--- src/design/nearest_neighbor_downscaler_core_defines.svh ---
// Assertion macros shared by the downscaler RTL
`ifndef NEAREST_NEIGHBOR_DOWNSCALER_CORE_DEFINES_SVH
`define NEAREST_NEIGHBOR_DOWNSCALER_CORE_DEFINES_SVH

// Check a consequent in the same cycle as its antecedent
`define NND_ASSERT_NOW(label, clk, rst_n, ante, cons, msg) \
  label: assert property (@(posedge clk) disable iff (!rst_n) (ante) |-> (cons)) \
    else $error(msg);

// Check a consequent in the cycle after its antecedent
`define NND_ASSERT_NEXT(label, clk, rst_n, ante, cons, msg) \
  label: assert property (@(posedge clk) disable iff (!rst_n) (ante) |=> (cons)) \
    else $error(msg);

`endif

--- src/design/nnd_pkg.sv ---
// Shared constants, codes and control types of the downscaler
`timescale 1ns / 1ps
`default_nettype none

package nnd_pkg;

  // Field widths
  localparam int SIDE_W       = 14;
  localparam int PIX_W        = 8;
  localparam int CFG_IDX_W    = 2;
  localparam int DIV_NUM_W    = 2 * SIDE_W;
  localparam int MAX_SIDE_DEF = 8192;

  // Configuration register indexes
  typedef enum logic [CFG_IDX_W-1:0] {
    CFG_SRC_WIDTH  = 2'd0,
    CFG_SRC_HEIGHT = 2'd1,
    CFG_MAX_SIDE   = 2'd2
  } cfg_idx_t;

  // Which quotient the shared divider is working on
  typedef enum logic [1:0] {
    DIV_SIDE = 2'd0,
    DIV_COL  = 2'd1,
    DIV_ROW  = 2'd2
  } div_op_t;

  // Setup sequencer states
  typedef enum logic [2:0] {
    ST_PREP,
    ST_SIDE_GO,
    ST_SIDE_WAIT,
    ST_COL_GO,
    ST_COL_WAIT,
    ST_ROW_GO,
    ST_ROW_WAIT,
    ST_RUN
  } ctrl_state_t;

  // Controller to datapath commands
  typedef struct packed {
    logic    clear_frame;
    logic    prep;
    logic    div_start;
    div_op_t div_op;
    logic    latch_side;
    logic    latch_col;
    logic    latch_row;
    logic    run;
  } nnd_cmd_t;

  // Datapath to controller status
  typedef struct packed {
    logic div_done;
  } nnd_sts_t;

endpackage

`default_nettype wire

--- src/design/nnd_div.sv ---
// Restoring divider, one quotient bit per cycle
`timescale 1ns / 1ps
`default_nettype none
`include "nearest_neighbor_downscaler_core_defines.svh"

module nnd_div (
  input  logic                         clk,
  input  logic                         rst_n,
  input  logic                         start,
  input  logic [nnd_pkg::DIV_NUM_W-1:0] num,
  input  logic [nnd_pkg::SIDE_W-1:0]    den,
  output logic [nnd_pkg::DIV_NUM_W-1:0] quo,
  output logic [nnd_pkg::SIDE_W-1:0]    rem,
  output logic                         done
);
  import nnd_pkg::*;

  localparam int CNT_W = $clog2(DIV_NUM_W + 1);

  logic [DIV_NUM_W-1:0] quo_r, quo_nxt;
  logic [SIDE_W-1:0]    rem_r, rem_nxt;
  logic [SIDE_W-1:0]    den_r, den_nxt;
  logic [CNT_W-1:0]     cnt_r, cnt_nxt;
  logic                 busy_r, busy_nxt;
  logic                 done_r, done_nxt;
  logic [SIDE_W:0]      rem_sh;
  logic [SIDE_W:0]      diff;
  logic                 ge;

  // Shift in the next numerator bit and try the subtract
  always_comb begin
    rem_sh = {rem_r, quo_r[DIV_NUM_W-1]};
    diff   = rem_sh - {1'b0, den_r};
    ge     = rem_sh >= {1'b0, den_r};
  end

  // Load on start, iterate while busy, pulse done after the last bit
  always_comb begin
    quo_nxt  = quo_r;
    rem_nxt  = rem_r;
    den_nxt  = den_r;
    cnt_nxt  = cnt_r;
    busy_nxt = busy_r;
    done_nxt = 1'b0;
    if (start) begin
      quo_nxt  = num;
      rem_nxt  = '0;
      den_nxt  = den;
      cnt_nxt  = CNT_W'(DIV_NUM_W);
      busy_nxt = 1'b1;
    end else if (busy_r) begin
      quo_nxt = {quo_r[DIV_NUM_W-2:0], ge};
      rem_nxt = ge ? diff[SIDE_W-1:0] : rem_sh[SIDE_W-1:0];
      cnt_nxt = cnt_r - CNT_W'(1);
      if (cnt_r == CNT_W'(1)) begin
        busy_nxt = 1'b0;
        done_nxt = 1'b1;
      end
    end
  end

  always_ff @(posedge clk) begin
    if (!rst_n) begin
      cnt_r  <= '0;
      busy_r <= 1'b0;
      done_r <= 1'b0;
    end else begin
      cnt_r  <= cnt_nxt;
      busy_r <= busy_nxt;
      done_r <= done_nxt;
    end
  end

  always_ff @(posedge clk) begin
    quo_r <= quo_nxt;
    rem_r <= rem_nxt;
    den_r <= den_nxt;
  end

  assign quo  = quo_r;
  assign rem  = rem_r;
  assign done = done_r;

  `NND_ASSERT_NOW(a_div_rem_below_den, clk, rst_n, done_r, rem_r < den_r, "divider remainder not below divisor")

endmodule

`default_nettype wire

--- src/design/nnd_ctrl.sv ---
// Setup sequencer: output size and step quotients, then pixel run
`timescale 1ns / 1ps
`default_nettype none
`include "nearest_neighbor_downscaler_core_defines.svh"

module nnd_ctrl (
  input  logic              clk,
  input  logic              rst_n,
  input  logic              restart,
  input  nnd_pkg::nnd_sts_t sts,
  output nnd_pkg::nnd_cmd_t cmd
);
  import nnd_pkg::*;

  ctrl_state_t state_r, state_nxt;

  // Next state
  always_comb begin
    state_nxt = state_r;
    if (restart) begin
      state_nxt = ST_PREP;
    end else begin
      unique case (state_r)
        ST_PREP:      state_nxt = ST_SIDE_GO;
        ST_SIDE_GO:   state_nxt = ST_SIDE_WAIT;
        ST_SIDE_WAIT: if (sts.div_done) state_nxt = ST_COL_GO;
        ST_COL_GO:    state_nxt = ST_COL_WAIT;
        ST_COL_WAIT:  if (sts.div_done) state_nxt = ST_ROW_GO;
        ST_ROW_GO:    state_nxt = ST_ROW_WAIT;
        ST_ROW_WAIT:  if (sts.div_done) state_nxt = ST_RUN;
        ST_RUN:       state_nxt = ST_RUN;
        default:      state_nxt = ST_PREP;
      endcase
    end
  end

  // Commands
  always_comb begin
    cmd = '0;
    cmd.div_op = DIV_SIDE;
    unique case (state_r)
      ST_PREP: begin
        cmd.clear_frame = 1'b1;
        cmd.prep        = 1'b1;
      end
      ST_SIDE_GO: begin
        cmd.div_start = 1'b1;
        cmd.div_op    = DIV_SIDE;
      end
      ST_SIDE_WAIT: begin
        cmd.div_op     = DIV_SIDE;
        cmd.latch_side = sts.div_done;
      end
      ST_COL_GO: begin
        cmd.div_start = 1'b1;
        cmd.div_op    = DIV_COL;
      end
      ST_COL_WAIT: begin
        cmd.div_op    = DIV_COL;
        cmd.latch_col = sts.div_done;
      end
      ST_ROW_GO: begin
        cmd.div_start = 1'b1;
        cmd.div_op    = DIV_ROW;
      end
      ST_ROW_WAIT: begin
        cmd.div_op    = DIV_ROW;
        cmd.latch_row = sts.div_done;
      end
      ST_RUN: begin
        cmd.run = 1'b1;
      end
      default: begin
        cmd.run = 1'b0;
      end
    endcase
  end

  always_ff @(posedge clk) begin
    if (!rst_n) begin
      state_r <= ST_PREP;
    end else begin
      state_r <= state_nxt;
    end
  end

  `NND_ASSERT_NEXT(a_restart_to_prep, clk, rst_n, restart, state_r == ST_PREP, "config write did not restart setup")

endmodule

`default_nettype wire

--- src/design/nnd_dp.sv ---
// Datapath: size setup, pick tracking and output word register
`timescale 1ns / 1ps
`default_nettype none
`include "nearest_neighbor_downscaler_core_defines.svh"

module nnd_dp #(
  parameter int MAX_SIDE = nnd_pkg::MAX_SIDE_DEF
) (
  input  logic                      clk,
  input  logic                      rst_n,
  input  logic [nnd_pkg::SIDE_W-1:0] src_width,
  input  logic [nnd_pkg::SIDE_W-1:0] src_height,
  input  logic [nnd_pkg::SIDE_W-1:0] max_side,
  input  nnd_pkg::nnd_cmd_t         cmd,
  output nnd_pkg::nnd_sts_t         sts,
  input  logic                      in_valid,
  output logic                      in_stall,
  input  logic [nnd_pkg::PIX_W-1:0]  in_red,
  input  logic [nnd_pkg::PIX_W-1:0]  in_green,
  input  logic [nnd_pkg::PIX_W-1:0]  in_blue,
  output logic                      out_valid,
  input  logic                      out_stall,
  output logic [nnd_pkg::PIX_W-1:0]  out_red,
  output logic [nnd_pkg::PIX_W-1:0]  out_green,
  output logic [nnd_pkg::PIX_W-1:0]  out_blue,
  output logic [nnd_pkg::SIDE_W-1:0] out_width,
  output logic [nnd_pkg::SIDE_W-1:0] out_height,
  output logic                      out_frame_last
);
  import nnd_pkg::*;

  typedef struct packed {
    logic [SIDE_W-1:0] pos;
    logic [SIDE_W-1:0] rem;
  } pick_t;

  // Advance floor(k*src/dst) to k+1 from quotient and remainder of src/dst
  function automatic pick_t pick_step(input logic [SIDE_W-1:0] pos,
                                      input logic [SIDE_W-1:0] rem,
                                      input logic [SIDE_W-1:0] q_inc,
                                      input logic [SIDE_W-1:0] r_inc,
                                      input logic [SIDE_W-1:0] dst);
    logic [SIDE_W:0] sum;
    pick_t           res;
    sum = {1'b0, rem} + {1'b0, r_inc};
    if (sum >= {1'b0, dst}) begin
      res.rem = SIDE_W'(sum - {1'b0, dst});
      res.pos = pos + q_inc + SIDE_W'(1);
    end else begin
      res.rem = sum[SIDE_W-1:0];
      res.pos = pos + q_inc;
    end
    return res;
  endfunction

  logic [SIDE_W-1:0] w_eff, h_eff, m_eff;
  logic              w_ge_h, scale_en;
  logic [SIDE_W-1:0] short_side, long_side;

  logic [DIV_NUM_W-1:0] prod_r;
  logic [DIV_NUM_W-1:0] div_num, div_quo;
  logic [SIDE_W-1:0]    div_den, div_rem;
  logic                 div_done;
  logic [SIDE_W-1:0]    q_side;

  logic [SIDE_W-1:0] dw_r, dw_nxt, dh_r, dh_nxt;
  logic [SIDE_W-1:0] qw_r, rw_r, qh_r, rh_r;

  logic [SIDE_W-1:0] sc_r, sc_nxt, sr_r, sr_nxt;
  logic [SIDE_W-1:0] oc_r, oc_nxt, orow_r, orow_nxt;
  logic [SIDE_W-1:0] npc_r, npc_nxt, npr_r, npr_nxt;
  logic [SIDE_W-1:0] crem_r, crem_nxt, rrem_r, rrem_nxt;

  logic  accept, row_picked, keep, row_end, frame_end, is_last;
  pick_t col_step, row_step;

  logic              out_valid_r, out_valid_nxt;
  logic [PIX_W-1:0]  red_r, green_r, blue_r;
  logic              last_r;

  // Clamp the configured sides
  always_comb begin
    if (src_width == '0)
      w_eff = SIDE_W'(1);
    else if (int'(src_width) > MAX_SIDE)
      w_eff = SIDE_W'(MAX_SIDE);
    else
      w_eff = src_width;
    if (src_height == '0)
      h_eff = SIDE_W'(1);
    else if (int'(src_height) > MAX_SIDE)
      h_eff = SIDE_W'(MAX_SIDE);
    else
      h_eff = src_height;
    if (int'(max_side) > MAX_SIDE)
      m_eff = SIDE_W'(MAX_SIDE);
    else
      m_eff = max_side;
    w_ge_h     = w_eff >= h_eff;
    scale_en   = (m_eff != '0) && ((w_eff > m_eff) || (h_eff > m_eff));
    short_side = w_ge_h ? h_eff : w_eff;
    long_side  = w_ge_h ? w_eff : h_eff;
  end

  // Register short side times max side for the size division
  always_ff @(posedge clk) begin
    if (cmd.prep) begin
      prod_r <= DIV_NUM_W'(short_side) * DIV_NUM_W'(m_eff);
    end
  end

  // Pick the divider operands
  always_comb begin
    case (cmd.div_op)
      DIV_SIDE: begin
        div_num = prod_r;
        div_den = long_side;
      end
      DIV_COL: begin
        div_num = DIV_NUM_W'(w_eff);
        div_den = dw_r;
      end
      DIV_ROW: begin
        div_num = DIV_NUM_W'(h_eff);
        div_den = dh_r;
      end
      default: begin
        div_num = prod_r;
        div_den = long_side;
      end
    endcase
  end

  nnd_div u_div (
    .clk   (clk),
    .rst_n (rst_n),
    .start (cmd.div_start),
    .num   (div_num),
    .den   (div_den),
    .quo   (div_quo),
    .rem   (div_rem),
    .done  (div_done)
  );

  assign sts.div_done = div_done;

  // Output size: unscaled sides pass through; when scaling, long side takes max side, short side the scaled quotient
  always_comb begin
    q_side = (div_quo[SIDE_W-1:0] == '0) ? SIDE_W'(1) : div_quo[SIDE_W-1:0];
    dw_nxt = dw_r;
    dh_nxt = dh_r;
    if (cmd.latch_side) begin
      if (!scale_en) begin
        dw_nxt = w_eff;
        dh_nxt = h_eff;
      end else if (w_ge_h) begin
        dw_nxt = m_eff;
        dh_nxt = q_side;
      end else begin
        dw_nxt = q_side;
        dh_nxt = m_eff;
      end
    end
  end

  always_ff @(posedge clk) begin
    if (!rst_n) begin
      dw_r <= SIDE_W'(1);
      dh_r <= SIDE_W'(1);
    end else begin
      dw_r <= dw_nxt;
      dh_r <= dh_nxt;
    end
  end

  // Hold the per-step quotient and remainder of each axis
  always_ff @(posedge clk) begin
    if (cmd.latch_col) begin
      qw_r <= div_quo[SIDE_W-1:0];
      rw_r <= div_rem;
    end
    if (cmd.latch_row) begin
      qh_r <= div_quo[SIDE_W-1:0];
      rh_r <= div_rem;
    end
  end

  // Pick decision for the current source pixel
  always_comb begin
    in_stall   = !cmd.run || (out_valid_r && out_stall);
    accept     = in_valid && !in_stall;
    row_picked = (orow_r < dh_r) && (sr_r == npr_r);
    keep       = row_picked && (oc_r < dw_r) && (sc_r == npc_r);
    row_end    = ({1'b0, sc_r} + (SIDE_W+1)'(1)) >= {1'b0, w_eff};
    frame_end  = row_end && (({1'b0, sr_r} + (SIDE_W+1)'(1)) >= {1'b0, h_eff});
    is_last    = (({1'b0, orow_r} + (SIDE_W+1)'(1)) == {1'b0, dh_r}) &&
                 (({1'b0, oc_r} + (SIDE_W+1)'(1)) == {1'b0, dw_r});
    col_step   = pick_step(npc_r, crem_r, qw_r, rw_r, dw_r);
    row_step   = pick_step(npr_r, rrem_r, qh_r, rh_r, dh_r);
  end

  // Advance source and output positions
  always_comb begin
    sc_nxt   = sc_r;
    sr_nxt   = sr_r;
    oc_nxt   = oc_r;
    orow_nxt = orow_r;
    npc_nxt  = npc_r;
    npr_nxt  = npr_r;
    crem_nxt = crem_r;
    rrem_nxt = rrem_r;
    if (cmd.clear_frame) begin
      sc_nxt   = '0;
      sr_nxt   = '0;
      oc_nxt   = '0;
      orow_nxt = '0;
      npc_nxt  = '0;
      npr_nxt  = '0;
      crem_nxt = '0;
      rrem_nxt = '0;
    end else if (accept) begin
      if (keep) begin
        oc_nxt   = oc_r + SIDE_W'(1);
        npc_nxt  = col_step.pos;
        crem_nxt = col_step.rem;
      end
      if (row_end) begin
        sc_nxt = '0;
        sr_nxt = sr_r + SIDE_W'(1);
        if (row_picked) begin
          orow_nxt = orow_r + SIDE_W'(1);
          oc_nxt   = '0;
          npc_nxt  = '0;
          crem_nxt = '0;
          npr_nxt  = row_step.pos;
          rrem_nxt = row_step.rem;
        end
        if (frame_end) begin
          sr_nxt   = '0;
          orow_nxt = '0;
          oc_nxt   = '0;
          npc_nxt  = '0;
          crem_nxt = '0;
          npr_nxt  = '0;
          rrem_nxt = '0;
        end
      end else begin
        sc_nxt = sc_r + SIDE_W'(1);
      end
    end
  end

  always_ff @(posedge clk) begin
    if (!rst_n) begin
      sc_r   <= '0;
      sr_r   <= '0;
      oc_r   <= '0;
      orow_r <= '0;
      npc_r  <= '0;
      npr_r  <= '0;
      crem_r <= '0;
      rrem_r <= '0;
    end else begin
      sc_r   <= sc_nxt;
      sr_r   <= sr_nxt;
      oc_r   <= oc_nxt;
      orow_r <= orow_nxt;
      npc_r  <= npc_nxt;
      npr_r  <= npr_nxt;
      crem_r <= crem_nxt;
      rrem_r <= rrem_nxt;
    end
  end

  // Output word register: load on a kept pixel, drop once taken
  always_comb begin
    if (accept && keep)
      out_valid_nxt = 1'b1;
    else
      out_valid_nxt = out_valid_r && out_stall;
  end

  always_ff @(posedge clk) begin
    if (!rst_n) begin
      out_valid_r <= 1'b0;
    end else begin
      out_valid_r <= out_valid_nxt;
    end
  end

  always_ff @(posedge clk) begin
    if (accept && keep) begin
      red_r   <= in_red;
      green_r <= in_green;
      blue_r  <= in_blue;
      last_r  <= is_last;
    end
  end

  assign out_valid      = out_valid_r;
  assign out_red        = red_r;
  assign out_green      = green_r;
  assign out_blue       = blue_r;
  assign out_width      = dw_r;
  assign out_height     = dh_r;
  assign out_frame_last = last_r;

  `NND_ASSERT_NOW(a_pick_rem_bound, clk, rst_n, cmd.run, (crem_r < dw_r) && (rrem_r < dh_r), "pick remainder out of range")
  `NND_ASSERT_NOW(a_pick_pos_bound, clk, rst_n, cmd.run, (npc_r <= w_eff) && (npr_r <= h_eff), "pick position beyond source frame")

endmodule

`default_nettype wire

--- src/design/nearest_neighbor_downscaler_core.sv ---
// Top level of the nearest-neighbor downscaler
// Usage:
//   Source pixels enter on in_valid/in_stall in raster order, one word per
//   pixel. Kept pixels leave on out_valid/out_stall in output raster order,
//   each with the output frame size and a frame-last flag on the final one.
//   cfg_we/cfg_index/cfg_wdata write source width, source height and max
//   side; a write to a listed register restarts the frame and recomputes the
//   output size. Write only while no pixel is in flight.
// Setup and rate:
//   After reset or a config write the block runs a setup (one product step,
//   then three divisions of load, 28 quotient bits and done on one shared
//   restoring divider) with in_stall high. Then it takes one pixel per clock
//   while the output register is not held by out_stall; a kept pixel shows on
//   the output in the cycle after it is accepted, from the output word register.
// Stall behavior:
//   While a result word sits in the output register and out_stall is high,
//   in_stall is raised, so nothing is lost or repeated.
// Reset:
//   rst_n low clears the size registers to 1x1 with no limit, empties the
//   output register and starts the setup.
`timescale 1ns / 1ps
`default_nettype none

module nearest_neighbor_downscaler_core #(
  parameter int MAX_SIDE = nnd_pkg::MAX_SIDE_DEF
) (
  input  logic                         clk,
  input  logic                         rst_n,
  input  logic                         cfg_we,
  input  logic [nnd_pkg::CFG_IDX_W-1:0] cfg_index,
  input  logic [nnd_pkg::SIDE_W-1:0]    cfg_wdata,
  input  logic                         in_valid,
  output logic                         in_stall,
  input  logic [nnd_pkg::PIX_W-1:0]     in_red,
  input  logic [nnd_pkg::PIX_W-1:0]     in_green,
  input  logic [nnd_pkg::PIX_W-1:0]     in_blue,
  output logic                         out_valid,
  input  logic                         out_stall,
  output logic [nnd_pkg::PIX_W-1:0]     out_red,
  output logic [nnd_pkg::PIX_W-1:0]     out_green,
  output logic [nnd_pkg::PIX_W-1:0]     out_blue,
  output logic [nnd_pkg::SIDE_W-1:0]    out_width,
  output logic [nnd_pkg::SIDE_W-1:0]    out_height,
  output logic                         out_frame_last
);
  import nnd_pkg::*;

  logic [SIDE_W-1:0] src_width_r, src_width_nxt;
  logic [SIDE_W-1:0] src_height_r, src_height_nxt;
  logic [SIDE_W-1:0] max_side_r, max_side_nxt;
  logic              restart;
  nnd_cmd_t          cmd;
  nnd_sts_t          sts;

  // Decode config writes; only listed registers restart the frame
  always_comb begin
    src_width_nxt  = src_width_r;
    src_height_nxt = src_height_r;
    max_side_nxt   = max_side_r;
    restart        = 1'b0;
    if (cfg_we) begin
      unique case (cfg_idx_t'(cfg_index))
        CFG_SRC_WIDTH: begin
          src_width_nxt = cfg_wdata;
          restart       = 1'b1;
        end
        CFG_SRC_HEIGHT: begin
          src_height_nxt = cfg_wdata;
          restart        = 1'b1;
        end
        CFG_MAX_SIDE: begin
          max_side_nxt = cfg_wdata;
          restart      = 1'b1;
        end
        default: begin
          restart = 1'b0;
        end
      endcase
    end
  end

  always_ff @(posedge clk) begin
    if (!rst_n) begin
      src_width_r  <= SIDE_W'(1);
      src_height_r <= SIDE_W'(1);
      max_side_r   <= '0;
    end else begin
      src_width_r  <= src_width_nxt;
      src_height_r <= src_height_nxt;
      max_side_r   <= max_side_nxt;
    end
  end

  nnd_ctrl u_ctrl (
    .clk     (clk),
    .rst_n   (rst_n),
    .restart (restart),
    .sts     (sts),
    .cmd     (cmd)
  );

  nnd_dp #(
    .MAX_SIDE (MAX_SIDE)
  ) u_dp (
    .clk            (clk),
    .rst_n          (rst_n),
    .src_width      (src_width_r),
    .src_height     (src_height_r),
    .max_side       (max_side_r),
    .cmd            (cmd),
    .sts            (sts),
    .in_valid       (in_valid),
    .in_stall       (in_stall),
    .in_red         (in_red),
    .in_green       (in_green),
    .in_blue        (in_blue),
    .out_valid      (out_valid),
    .out_stall      (out_stall),
    .out_red        (out_red),
    .out_green      (out_green),
    .out_blue       (out_blue),
    .out_width      (out_width),
    .out_height     (out_height),
    .out_frame_last (out_frame_last)
  );

endmodule

`default_nettype wire

--- config.mk ---
export PLATFORM = sky130hd
export DESIGN_NAME = nearest_neighbor_downscaler_core
export DESIGN_NICKNAME = d
export VERILOG_FILES = /design/src/design/nnd_pkg.sv /design/src/design/nnd_div.sv /design/src/design/nnd_ctrl.sv /design/src/design/nnd_dp.sv /design/src/design/nearest_neighbor_downscaler_core.sv
export VERILOG_INCLUDE_DIRS = /design/src /design/src/design
export SDC_FILE = /design/constraint.sdc
export NUM_CORES = 2
export LEC_CHECK = 0
export BUFFER_PORTS_ARGS = -buffer_cell sky130_fd_sc_hd__buf_2
export CAP_MARGIN = 20
export CORE_AREA = 2 2 307 157
export DETAILED_ROUTE_END_ITERATION = 16
export DIE_AREA = 0 0 309 159
export PLACE_DENSITY = 0.83
export SKIP_LAST_GASP = 1
export SLEW_MARGIN = 20
export SYNTH_ARGS = -nofsm -noshare
export SYNTH_HDL_FRONTEND = slang
export SYNTH_SLANG_ARGS = --single-unit
--- constraint.sdc ---
create_clock -name clk -period 10.6 [get_ports clk]
set_clock_uncertainty 0.1 [all_clocks]
set_input_delay 2.12 -clock clk [delete_from_list [all_inputs] [get_ports clk]]
set_output_delay 2.12 -clock clk [all_outputs]
set_load 0.01 [all_outputs]
== Word level (Yosys, flattened, before mapping) ==
Index checks and enable logic that the tools add are counted.

* Bits in registers: 358
* Bits of input ports: 45
* Output and inout port bits: 55
* Logic and storage cells: 178

* Add/sub/neg operators: 18
* Multipliers: 1
* Magnitude comparators: 13
* Equality and inequality tests: 19
* Mux-type cells: 59
* Bitwise operators: 2
* Reductions and logical operators: 35

{| class="wikitable"
|+ Operator list
! kind !! number
|-
| $mux W14 || 33
|-
| $mux W28 || 4
|-
| $add A14 B1 Y14 const B || 6
|-
| $ge A15 B14 Y1 || 5
|-
| $add A14 B1 Y15 const B || 4
|-
| $pmux W28 S2 || 1
|-
| $gt A14 B14 Y1 const B || 3
|-
| $logic_not A14 Y1 || 3
|-
| $sub A14 B14 Y14 || 3
|-
| $add A14 B14 Y15 || 2
|-
| $eq A15 B14 Y1 || 2
|-
| $add A14 B14 Y14 || 2
|-
| $eq A14 B14 Y1 || 2
|-
| $gt A14 B14 Y1 || 2
|-
| $lt A14 B14 Y1 || 2
|-
| $mul A14 B14 Y28 || 1
|-
| $pmux W14 S2 || 1
|-
| $pmux W3 S8 || 1
|-
| $ge A14 B14 Y1 || 1
|-
| $reduce_bool A14 Y1 || 1
|-
| $eq A3 B3 Y1 const B || 4
|-
| $mux W1 || 12
|-
| $mux W5 || 2
|-
| $reduce_or A2 Y1 || 5
|-
| other kinds (20) || 45
|}

== Logic depth before layout (Yosys ltp) ==
* Depth after elaboration: 8
* Mapped depth: 39

== Cells and area by module ==
From an unflattened synthesis, not the netlist that was laid out.

* Cells, all modules: 3307
* Area, all modules: 30237.8 um^2

{| class="wikitable"
|+ Modules (own cells, without submodules)
! module !! instances !! cells each !! area each (um^2)
|-
| nnd_dp || 1 || 2821 || 24906.4
|-
| nnd_div || 1 || 304 || 3507.1
|-
| nearest_neighbor_downscaler_core || 1 || 154 || 1596.5
|-
| nnd_ctrl || 1 || 28 || 227.7
|}

== Worst setup path after synthesis ==
OpenSTA, ideal clock, no wires.

* Path type: flip-flop to flip-flop
* Start: register src_height_r[13]
* End: register u_dp.prod_r[27] (data pin)
* Data arrival time: 8.677 ns
* Slack: 1.563 ns
* Stages on the path, launching flop included: 38
* Buffers on the path: 3
* Cell sequence: dfxtp_1 clkbuf_1 nor2b_1 inv_1 ha_1 nor2b_1 o21a_1 o21a_1 o21ai_0 nand4b_1 a221oi_1 clkbuf_1 clkbuf_1 o21a_1 nor2_1 fa_1 inv_1 fa_1 [... 2 more ...] inv_1 fa_1 inv_1 fa_1 inv_1 fa_1 inv_1 ha_1 and4_1 and2_0 a31o_2 o41ai_1 o211a_1 a21oi_1 a21o_1 a21o_1 a21oi_1 xnor2_1

* Cells in the longest elaborated chain, start to end: 6
* Elaborated cells between the ends (all ways): 7
* Those cells by class: mul: 1; order compare: 2; mux: 3; reduce/logical: 1

{| class="wikitable"
|+ Ends and longest elaborated chain
! what !! line !! source
|-
| start, declared || nearest_neighbor_downscaler_core.sv:49 || <nowiki>logic [SIDE_W-1:0] src_height_r, src_height_nxt;</nowiki>
|-
| start signal, assigned || nearest_neighbor_downscaler_core.sv:89 || <nowiki>src_height_r <= src_height_nxt;</nowiki>
|-
| $gt A14 B14 Y1 || nnd_dp.sv:91 || <nowiki>else if (int'(src_height) > MAX_SIDE)</nowiki>
|-
| $mux W14 || nnd_dp.sv:91 ||
|-
| $mux W14 (*) || nnd_dp.sv:89 || <nowiki>if (src_height == '0)</nowiki>
|-
| $ge A14 B14 Y1 || nnd_dp.sv:99 || <nowiki>w_ge_h = w_eff >= h_eff;</nowiki>
|-
| $mux W14 (*) || nnd_dp.sv:101 || <nowiki>short_side = w_ge_h ? h_eff : w_eff;</nowiki>
|-
| $mul A14 B14 Y28 (*) || nnd_dp.sv:108 || <nowiki>prod_r <= DIV_NUM_W'(short_side) * DIV_NUM_W'(m_eff);</nowiki>
|-
| end signal, assigned || nnd_dp.sv:108 ||
|-
| end, declared || nnd_dp.sv:60 || <nowiki>logic [DIV_NUM_W-1:0] prod_r;</nowiki>
|}

Every way passes the cells marked *; elsewhere a longest branch is shown, timed or not.
A chain may end at the register's enable or synchronous reset.

== Worst setup path after layout ==
* Start: register src_width_r[6]
* End: register u_dp.prod_r[27] (data pin)

* Cells in the longest elaborated chain, start to end: 6
* Elaborated cells between the ends (all ways): 7
* Those cells by class: mul: 1; order compare: 2; mux: 3; reduce/logical: 1

{| class="wikitable"
|+ Ends and longest elaborated chain
! what !! line !! source
|-
| start, declared || nearest_neighbor_downscaler_core.sv:48 || <nowiki>logic [SIDE_W-1:0] src_width_r, src_width_nxt;</nowiki>
|-
| start signal, assigned || nearest_neighbor_downscaler_core.sv:88 || <nowiki>src_width_r <= src_width_nxt;</nowiki>
|-
| $gt A14 B14 Y1 || nnd_dp.sv:85 || <nowiki>else if (int'(src_width) > MAX_SIDE)</nowiki>
|-
| $mux W14 || nnd_dp.sv:85 ||
|-
| $mux W14 (*) || nnd_dp.sv:83 || <nowiki>if (src_width == '0)</nowiki>
|-
| $ge A14 B14 Y1 || nnd_dp.sv:99 ||
|-
| $mux W14 (*) || nnd_dp.sv:101 ||
|-
| $mul A14 B14 Y28 (*) || nnd_dp.sv:108 ||
|}

Marked as above.

==> summary.md <==
| Metric | Value |
|---|---|
| Run status | `finished, final reports clean` |
| Critical path arrival | `approximately 10 ns` |
| Smallest hold slack | `0.375 ns` |
| Horiz. Die Dim | `309 µm` |
| Register-to-Register Path Depth | `35` |
| Number of nets with antenna violations after detailed routing | `0` |
| Synthesis Warnings | `0` |
| Clock Root Buffer | `sky130_fd_sc_hd__clkbuf_16` |
| Primary FF master, synth | `sky130_fd_sc_hd__dfxtp_1` |
| Design Power | `3.89 mW` |
| Die Outline Area | `49100 µm²` |
| Pre-CTS WS | `0.635 ns` |
| Fraction of registers with async set/reset | `0%` |
| Vertical die dimension | `159 µm` |
| Clock tree from TritonCTS | `done` |
| P per Cell Area | `~120 nW/µm²` |
| Reg-to-reg endpoint | `u_dp.prod_r[27]` |
| Max-cap violation count | `0` |
| Maximum ir drop on the vdd rail | `122 µV` |
| Leading cell type in the layout, fill and taps excluded | `sky130_fd_sc_hd__nand2_1` |
| Dominant cell type by area after synthesis | `sky130_fd_sc_hd__edfxtp_1` |
| Pin count of the biggest net entering global routing | `71` |
| Number of post-CTS setup repair buffers | `0` |
| Number of global-route vias before repair | `25100` |
| Final worst slack | `0.512 ns` |
| Total track usage | `a little over two fifths` |
| Min-Delay Endpoint | `u_dp.crem_r[6]` |
| Worst Tran Pin Value | `between 1 and 1.5 ns` |
| Leakage | `14.3 nW` |
| Post-synth net total | `between 3000 and 4000` |
| Fin util | `69.1%` |
| Category of the worst setup path launch point | `flip-flop` |
| Global-route wire length before repair | `157000 µm` |
| Detailed-route via count | `between 20000 and 30000` |
| Cell depth of the worst hold path | `2` |
| Residual overflow from global routing | `0` |
| CTS sink cnt | `between 300 and 400` |
| Count of cells resized by post-cts repair | `0` |
| Count of flip-flops with a built-in enable after synthesis | `151` |
| Synthesized area per cell | `8.81 µm²` |
| H-tree levels | `2` |
| Final number of setup-violating endpoints | `0` |
| Register clock-pin slew on the reported worst setup and hold paths | `approximately 0.07 ns` |
| Layout Area Growth over Synthesis | `8.72%` |
| Wirelength, routed | `105000 µm` |
| Startpoint of the tightest hold check path | `u_dp.crem_r[6]` |
| Cell mode on critical path | `sky130_fd_sc_hd__inv_1` |
| Worst-path fanout max | `28` |
| Sequential share of the synthesized area | `29.4%` |
| Global placement routability congestion | `~1.1` |
| Top cell type's share of synthesized area | `15.4%` |
| Critical Path RT | `about 11 ns` |
| Worst setup EP type | `flip-flop` |
| Mean routed wirelength per cell | `roughly 26 µm` |
| Path class of the lowest-slack min-delay path | `flip-flop to flip-flop` |
| Bufs on Longest Clock Path | `3` |
| Max Freq | `99.1 MHz` |
| DRT iter0 DRCs | `about 4200` |
| Initial antenna violation count | `11` |
| Fraction of final layout cells with drive strength greater than 1 | `7.96%` |
| Core Box Area | `around 46000 µm²` |
| Ranking of synthesized cells by area | `sky130_fd_sc_hd__edfxtp_1 (15%), sky130_fd_sc_hd__dfxtp_1 (14%), sky130_fd_sc_hd__ha_1 (13%)` |
| Max-slew violation count | `0` |
| Crit-path max cell delay | `0.66 ns` |
| Count of hold buffers inserted by post-cts repair | `0` |
| Clock buffer count from CTS | `36` |
| Relative max-transition margin | `roughly 27%` |
| Standard-cell rows | `56` |
| Final hold violation count | `0` |
| Port Buf Inserts | `99` |
| Net count, final | `3891` |
| Ratio of final minimum period to clock period | `95.2%` |
| Master of the slowest instance on the critical path | `sky130_fd_sc_hd__o41ai_1` |
| Post-DP HPWL | `82800 µm` |
| Min Tclk post-route | `10.09 ns` |
| RSZ-0062 raised after global routing | `no` |
| Clock insertion delay at the later pin of the skew report | `between 0.5 and 0.6 ns` |
| First drt pass iteration count | `8` |
| Crit path kind | `flip-flop to flip-flop` |
| Worst setup slack for register-to-register paths | `between 0.5 and 0.6 ns` |
| Number of synthesized register bits | `358` |
| Number of unique standard cell types used by synthesis | `88` |
| Number of vias per cell | `6.57` |
| Area of the mapped netlist | `29500 µm²` |
| Final setup TNS | `0 ns` |
| Detailed-route DRC error count | `0` |
| Gate count after technology mapping | `3347` |
| Most frequent cells in the layout | `sky130_fd_sc_hd__nand2_1 (394), sky130_fd_sc_hd__ha_1 (294), sky130_fd_sc_hd__nor2_1 (277)` |
| Effective utilization at floorplan | `63.6%` |
| Startpoint of the lowest-slack register-to-register path | `src_width_r[6]` |
| Num ports | `100` |
[cell type report]
type | count | area [µm²]
Fill cell | 3616 | 14300
Tap cell | 638 | 798
Timing Repair Buffer | 159 | 962
Inverter | 279 | 1050
Antenna cell | 4 | 10.0
Clock buffer | 46 | 1030
Multi-Input combinational cell | 2568 | 19300
Sequential cell | 358 | 8680
Clock inverter | 20 | 238
[logic make-up after synthesis]
logic type                 Yosys count  share of synthesized area (%)
and+or+nand+nor                   1075                           17.0
AOI/OAI and AO/OA                  766                           16.8
adders and majority gates          444                           22.6
buffers and inverters              421                           5.50
DFF                                358                           29.4
xor gates and xnor gates           223                           6.63
muxes                               60                           2.05
[how the worst max path moves through the flow]
stage,startpoint,endpoint,cells past startpoint
global placement,src_height_r[0],u_dp.prod_r[27],38
finish,src_width_r[6],u_dp.prod_r[27],35
detailed placement,src_height_r[1],u_dp.prod_r[27],37
floorplan,src_height_r[13],u_dp.prod_r[27],37
global route,src_height_r[1],u_dp.prod_r[27],37
CTS,src_height_r[1],u_dp.prod_r[27],37
[routing by layer]
layer	vias up	GRT usage [%]	share of wire, %
li1	11800	-	-
met1	12800	66.1	44
met2	1927	51.6	35
met3	205	20.4	18
met4	10	8.32	2.1
met5	-	0	0.065
[cell usage after synthesis (22+ instances only)]
cell,n
sky130_fd_sc_hd__fa_1,148
sky130_fd_sc_hd__nor2_1,277
sky130_fd_sc_hd__nor3_1,37
sky130_fd_sc_hd__mux2i_1,58
sky130_fd_sc_hd__nand2b_1,22
sky130_fd_sc_hd__ha_1,296
sky130_fd_sc_hd__xor2_1,87
sky130_fd_sc_hd__or3_1,24
sky130_fd_sc_hd__and2_1,23
sky130_fd_sc_hd__inv_1,275
sky130_fd_sc_hd__a21boi_0,44
sky130_fd_sc_hd__o21a_1,34
sky130_fd_sc_hd__nand4_1,35
sky130_fd_sc_hd__nor4_1,27
sky130_fd_sc_hd__nor2b_1,60
sky130_fd_sc_hd__nand2_1,394
sky130_fd_sc_hd__a21oi_1,224
sky130_fd_sc_hd__nand3_1,72
sky130_fd_sc_hd__a21o_1,58
sky130_fd_sc_hd__and3_1,43
sky130_fd_sc_hd__a22oi_1,27
sky130_fd_sc_hd__clkbuf_1,116
sky130_fd_sc_hd__xnor2_1,136
sky130_fd_sc_hd__dfxtp_1,207
sky130_fd_sc_hd__o21ai_0,175
sky130_fd_sc_hd__edfxtp_1,151
[worst max-delay path, delay by kind of cell, from the launching register on]
family | cells | cell delay, ns
DFF | 1 | 0.34
adders and majority gates | 8 | 3.84
xor gates and xnor gates | 1 | 0.08
buffers and inverters | 8 | 0.83
and+or+nand+nor | 8 | 1.64
AOI/OAI and AO/OA | 10 | 2.94
[stage by stage]
| stage | instances | instance area (µm²) |
|---|---|---|
| 2_1_floorplan | 3347 | 29500 |
| 3_3_place_gp | 3999 | 30700 |
| 3_5_place_dp | 3999 | 30700 |
| 4_1_cts | 4065 | 32000 |
| 5_1_grt | 4068 | 32000 |
| 6_report | 4072 | 32100 |
[report_power, final]
part	internal, mW	switching [mW]	total (mW)
Clock	0.796	0.620	1.42
Sequential	1.53	0.124	1.66
Combinational	0.291	0.521	0.812
Total	2.62	1.26	3.89
No activity file was read; power rests on OpenSTA's default activity.
